`src/cps_pkg.sv`:
```
`timescale 1ns / 1ps

package cps_pkg;

  // Field widths fixed by the stream format
  localparam int CFG_DATA_W  = 13;
  localparam int CFG_INDEX_W = 2;
  localparam int POS_W       = 12;
  localparam int NUC_W       = 2;
  localparam int PAT_W       = 16;
  localparam int GI_W        = 13;
  localparam int PLEN_W      = 4;
  localparam int MC_W        = 4;

  // Input tdata layout, lowest field first
  localparam int WPOS_LSB    = 0;
  localparam int NUC_LSB     = WPOS_LSB + POS_W;
  localparam int START_LSB   = NUC_LSB + NUC_W;
  localparam int PAT_LSB     = START_LSB + POS_W;
  localparam int IN_TDATA_W  = 48;
  localparam int OUT_TDATA_W = 16;

  // Symbols skipped after the start: fixed branch body plus child references
  localparam int BRANCH_BODY = 14;

  localparam logic [CFG_DATA_W-1:0] GENOME_LENGTH_RST   = 13'd4096;
  localparam logic [PLEN_W-1:0]     PROMOTER_LENGTH_RST = 4'd2;
  localparam logic [MC_W-1:0]       MAX_CHILDREN_RST    = 4'd4;

  localparam logic CMD_WRITE  = 1'b0;
  localparam logic CMD_SEARCH = 1'b1;

  typedef enum logic [CFG_INDEX_W-1:0] {
    CFG_GENOME_LENGTH   = 2'd0,
    CFG_PROMOTER_LENGTH = 2'd1,
    CFG_MAX_CHILDREN    = 2'd2
  } cfg_index_t;

  typedef enum logic [4:0] {
    ST_IDLE      = 5'b00001,
    ST_MOD_START = 5'b00010,
    ST_MOD_FIRST = 5'b00100,
    ST_SCAN      = 5'b01000,
    ST_REPORT    = 5'b10000
  } state_t;

  typedef struct packed {
    logic write;
    logic load_search;
    logic kick_first;
    logic begin_scan;
    logic step_sym;
    logic next_pos;
    logic set_found;
    logic set_notfound;
    logic emit;
  } cps_cmd_t;

  typedef struct packed {
    logic mod_done;
    logic range_empty;
    logic plen_zero;
    logic sym_ok;
    logic last_sym;
    logic next_is_last;
    logic out_free;
  } cps_stat_t;

endpackage

```
`src/cps_ctrl.sv`:
```
`timescale 1ns / 1ps

module cps_ctrl
  import cps_pkg::*;
(
  input  logic      clk,
  input  logic      rst,
  input  logic      s_tvalid,
  input  logic      s_tuser,
  output logic      s_tready,
  input  cps_stat_t st,
  output cps_cmd_t  cmd
);

  state_t state, state_next;

  always_ff @(posedge clk) begin
    if (rst) state <= ST_IDLE;
    else     state <= state_next;
  end

  assign s_tready = (state == ST_IDLE);

  always_comb begin
    state_next = state;
    cmd        = '0;
    unique case (state)
      ST_IDLE: begin
        if (s_tvalid) begin
          if (s_tuser == CMD_SEARCH) begin
            cmd.load_search = 1'b1;
            state_next      = ST_MOD_START;
          end else begin
            cmd.write = 1'b1;
          end
        end
      end
      ST_MOD_START: begin
        if (st.mod_done) begin
          cmd.kick_first = 1'b1;
          state_next     = ST_MOD_FIRST;
        end
      end
      ST_MOD_FIRST: begin
        if (st.mod_done) begin
          if (st.range_empty) begin
            cmd.set_notfound = 1'b1;
            state_next       = ST_REPORT;
          end else begin
            cmd.begin_scan = 1'b1;
            state_next     = ST_SCAN;
          end
        end
      end
      ST_SCAN: begin
        if (st.plen_zero || (st.sym_ok && st.last_sym)) begin
          cmd.set_found = 1'b1;
          state_next    = ST_REPORT;
        end else if (st.sym_ok) begin
          cmd.step_sym = 1'b1;
        end else if (st.next_is_last) begin
          cmd.set_notfound = 1'b1;
          state_next       = ST_REPORT;
        end else begin
          cmd.next_pos = 1'b1;
        end
      end
      ST_REPORT: begin
        // hold until the output register can take the result
        if (st.out_free) begin
          cmd.emit   = 1'b1;
          state_next = ST_IDLE;
        end
      end
      default: state_next = ST_IDLE;
    endcase
  end

endmodule

```
`config.mk`:
```
export PLATFORM = sky130hd
export DESIGN_NAME = cps_ctrl
export DESIGN_NICKNAME = d
export VERILOG_FILES = /design/src/cps_pkg.sv /design/src/cps_ctrl.sv
export SDC_FILE = /design/constraint.sdc
export NUM_CORES = 1
export LEC_CHECK = 0
export BUFFER_PORTS_ARGS = -buffer_cell sky130_fd_sc_hd__buf_2
export CAP_MARGIN = 20
export CORE_AREA = 2 2 39 41
export DETAILED_ROUTE_END_ITERATION = 6
export DIE_AREA = 0 0 41 43
export PLACE_DENSITY_LB_ADDON = 0.05
export SYNTH_ARGS = -nofsm -noshare
export SYNTH_HDL_FRONTEND = slang
export SYNTH_SLANG_ARGS = --single-unit
```
`constraint.sdc`:
```
create_clock -name clk -period 3.25 [get_ports clk]
set_input_delay 0.65 -clock clk [delete_from_list [all_inputs] [get_ports clk]]
set_output_delay 0.65 -clock clk [all_outputs]
set_load 0.01 [all_outputs]
```
* Yosys cells after proc, flatten, opt, wreduce, memory -nomap -nowiden
Cells that the tools add are included.
** Word-level totals
- Input bits :: 11
- Output and inout port bits :: 10
- Register bits after elaboration :: 5
** Operators by class
- Reduce and logical (&&, ||, !) cells :: 3
- Mux-type cells :: 33
- Eq/ne operators :: 12
** Operator list (number)
- 5-bit two-way mux :: 9
- 5-bit case mux with 5 select lines :: 1
- 1-bit two-way mux :: 18
- 2-bit != test, second input constant :: 5
- 7-bit AND reduction :: 1
- 2-bit two-way mux :: 3
- 3-bit != test, second input constant :: 2
- 5-bit by 1-bit == test with 1-bit output, second input constant :: 1
- 5-bit by 2-bit == test with 1-bit output, second input constant :: 1
- 5-bit by 3-bit == test with 1-bit output, second input constant :: 1
- 5-bit by 4-bit == test with 1-bit output, second input constant :: 1
- 5-bit == test, second input constant :: 1
- 3-bit two-way mux :: 1
- 1-bit case mux with 2 select lines :: 1
- 1-bit logical AND :: 1
- 1-bit logical OR :: 1

* Logic depth before layout (Yosys ltp)
- Word-level depth :: 4
- Mapped depth :: 6
- Depth with buffers taken out :: 4

* Least setup slack after synthesis
No wires, ideal clock.
- Path kind :: flip-flop to output port
- From :: register state[1]
- To :: output cmd[1] (netlist name)
- Arrival :: 1369 ps
- Slack :: 1231 ps
- Cell stages (with the launch flop) :: 6
- Path through :: dfxtp_1 -> buf_6 -> nor3_1 -> nand2_1 -> or2_1 -> o32ai_1
** RTL lines
- start, declared :: RTL line cps_ctrl.sv:15 : state_t state, state_next;
- start signal, assigned :: RTL line cps_ctrl.sv:19 : else state <= state_next;
- end, declared :: RTL line cps_ctrl.sv:12 : output cps_cmd_t cmd

==> Implementation_results.wiki <==
{| class="wikitable"
! Metric !! Value
|-
| DRT iter0 DRCs || 12
|-
| Leakage power figure || between 0.0002 and 0.0003 uW
|-
| Final Hold Vio Count || 0
|-
| Placeable core region || approximately 1400 sq um
|-
| Register name with the most flops || state
|-
| TritonCTS buffer count || 3
|-
| End of the worst register-to-register path || state[4]
|-
| Pin slew with the least headroom to its limit || 370 ps
|-
| Number of antenna violations at the first check in global routing || 0
|-
| Post-layout min period || 2370 ps
|-
| Required time of the worst setup path || between 2000 and 3000 ps
|-
| Layout Skew || a little over 4 ps
|-
| Wire length of the first global-routing pass || between 1500 and 2000 um
|-
| Number of buffer cells added on primary ports || 20
|-
| Antenna-violating nets left || 0
|-
| Drt wl/cell || around 11 um
|-
| Total vias in the final route || around 480
|-
| CTS tree || done
|-
| Most frequent cells in the layout || 20 x buf_2, 6 x nor2_1, 5 x dfxtp_1
|-
| Post-synthesis async set-or-reset flop share || 0%
|-
| Overall track demand over capacity in global routing || 13.9%
|-
| Final setup viols || 0
|-
| Area grow syn2layout || 28.0%
|-
| Crit start category || flop
|-
| Pins over their slew limit || 0
|-
| Registers with the highest flip-flop counts || state: 5 flops
|-
| Flip-flop and latch count after synthesis || 5
|-
| Post-synth EDFFs || 0
|-
| Die X-Extent || between 40 and 50 um
|-
| Gate count of the mapped netlist || 57
|-
| Clk Tree Root Cell || clkbuf_4
|-
| Number of maximum-capacitance violations || 0
|-
| Vias in the first global route || roughly 400
|-
| Final period util || 72.9%
|-
| Clock network latency to the later pin of the worst-skew pair || roughly 240 ps
|-
| Number of detailed-routing iterations run before antenna repair || 4
|-
| Power density normalized to cell area || ~540 nW/um^2
|-
| Setup total negative slack || 0 ps
|-
| Number of rows in the core area || 14
|-
| Mapped Area || between 400 and 500 sq um
|-
| Finished Core Util || 40.9%
|-
| Data arrival time of the worst path || about 1700 ps
|-
| Class of the tightest hold or removal check || flop to flop
|-
| Total power of the final layout || between 300 and 400 uW
|-
| Post-CTS Hold Buffers || 0
|-
| Chip Height || ~43 um
|-
| Clock Power Share || 22.8%
|-
| Largest net degree at the start of global routing || 11
|-
| Count of fill cells added during filler insertion || between 150 and 200
|-
| Number of distinct library cells after synthesis || 30
|-
| Worst setup startpoint || state[1]
|-
| Number of flip-flops in the largest register || 5
|-
| Part of the total power dissipated in sequential elements || 31.7%
|-
| Unrepaired setup endpoints after global routing || false
|-
| Critical path endpoint category || primary output
|-
| Combinational share of power || a little under half
|-
| Max Clk Rate || roughly 420 MHz
|-
| Post-DP Area || 539 sq um
|-
| Final #Nets || 91
|-
| Gr ovfl total || 0
|-
| Setup WS post-layout || a little under 900 ps
|-
| Mapped Nets || 68
|-
| Net Switching || roughly 120 uW
|-
| Ys flop type || dfxtp_1
|-
| CTS clock-pin slew for the worst setup and hold paths || 40 ps
|-
| Final standard cell area without fillers || ~570 sq um
|-
| Critical path class || flop to primary output
|-
| Worst Hold Depth || 2
|-
| Sequential fraction of the synthesis area || between 20% and 30%
|-
| Highest fanout seen on the critical path || 10
|-
| Worst voltage drop across the vdd grid || 325 uV
|-
| Total internal power || between 150 and 200 uW
|-
| Share of layout cells above drive strength 1 || 34.2%
|-
| Die Outline Area || approximately 1800 sq um
|-
| Total half-perimeter wirelength after legalization and detailed placement || 848 um
|-
| Internal reg-to-reg setup slack || between 1500 and 2000 ps
|-
| Capturing element of the worst setup path || cmd[1]
|-
| Antenna diode count || 0
|-
| Drt total wl || ~1000 um
|-
| Switching part of the total || about two fifths
|-
| Max-slew headroom at the worst pin || about 75%
|-
| Remaining DRCs || 0
|-
| Pre-CTS worst setup slack || roughly 1100 ps
|-
| Buffer count from post-CTS setup fixing || 0
|-
| CTS HTree Levels || 1
|-
| Starting utilization of the core area || around a third
|-
| Most common library cell in the layout ignoring fill and taps || buf_2
|-
| Last weighted congestion value of the routability-driven placer || between 0.7 and 0.8
|-
| # IOs || 21
|-
| Clock net sink count || 5
|-
| Average cell area after synthesis || 7.75 sq um
|-
| Worst reg-to-reg path cell count || 4
|-
| Outcome || finished, final reports clean
|-
| Syn. warnings || 0
|-
| Bufs on Longest Clock Path || 2
|-
| Vias per Instance || just over 5
|-
| # resized after CTS || 0
|-
| Reg-to-reg critical path startpoint || state[1]
|}
## worst min path at each step
stage | to | slack [ps] | start
2_1_floorplan | state[0] | 540 | state[4]
3_3_place_gp | state[1] | 610 | state[1]
3_5_place_dp | state[1] | 630 | state[1]
4_1_cts | state[1] | 630 | state[1]
5_1_grt | state[2] | 690 | rst
6_report | state[1] | 630 | state[1]
## through the flow
| step | cells | hold WS, ps |
|---|---|---|
| detailed placement | 91 | 626 |
| global route | 95 | 687 |
| CTS | 95 | 630 |
| floorplan | 57 | 544 |
| finish | 95 | 628 |
| global placement | 91 | 613 |
## layout make-up
cell class              count  area (sq um)  share of cell area, %
multi-input cells          47           308                   54.4
well taps                  16          20.0                   3.54
inverters                   3          11.3                   1.99
repair buffers             20           100                   17.7
clock buffers               4          26.3                   4.65
flip-flops and latches      5           100                   17.7
## power groups by stage
stage | logic (uW) | registers (uW) | clock network (uW)
detailed placement | 139 | 96.8 | 0
floorplan | 137 | 83.2 | 0
finish | 139 | 96.4 | 69.4
global placement | 139 | 97.7 | 0
CTS | 139 | 95.7 | 74.5
global route | 157 | 101 | 78.0
## per-layer routing
metal / track usage [%] / vias to the layer above / share of wire [%]
li1: - / 253 / -
met1: 18.8 / 208 / 48
met2: 20.3 / 15 / 45
met3: 1.57 / 2 / 5.3
met4: 8.00 / 0 / 1.4
met5: 0 / - / 0
## cells in the mapped netlist (2+ instances only)
cell / count / area share, %
nor3_1: 3 / 3.4
inv_1: 3 / 2.5
nor2_1: 6 / 5.1
dfxtp_1: 5 / 23
buf_6: 2 / 5.1
or3_1: 2 / 2.8
mux2i_1: 2 / 4.5
a21oi_1: 4 / 4.5
nand3_1: 2 / 2.3
and4b_1: 2 / 4.5
nor2b_1: 2 / 2.8
nand2_1: 3 / 2.5
nand2b_1: 4 / 5.7
## worst max-delay path, cell delays in order, from the launching register on
cell	delay (ps)
dfxtp_1	400
nor3_1	340
nand2_1	120
or2_1	260
o32ai_1	200
buf_2	170
## kinds of logic (layout without fill, tap and decap cells)
family                    after synthesis  count (layout)  share of synthesized area [%]
AOI/OAI and AO/OA                      12              12                           19.8
muxes                                   2               2                           4.53
xor gates and xnor gates                2               2                           3.97
DFF                                     5               5                           22.7
buffers and inverters                   5              27                           7.65
and+or+nand+nor                        31              31                           41.4
No activity file was read; power rests on OpenSTA's default activity.
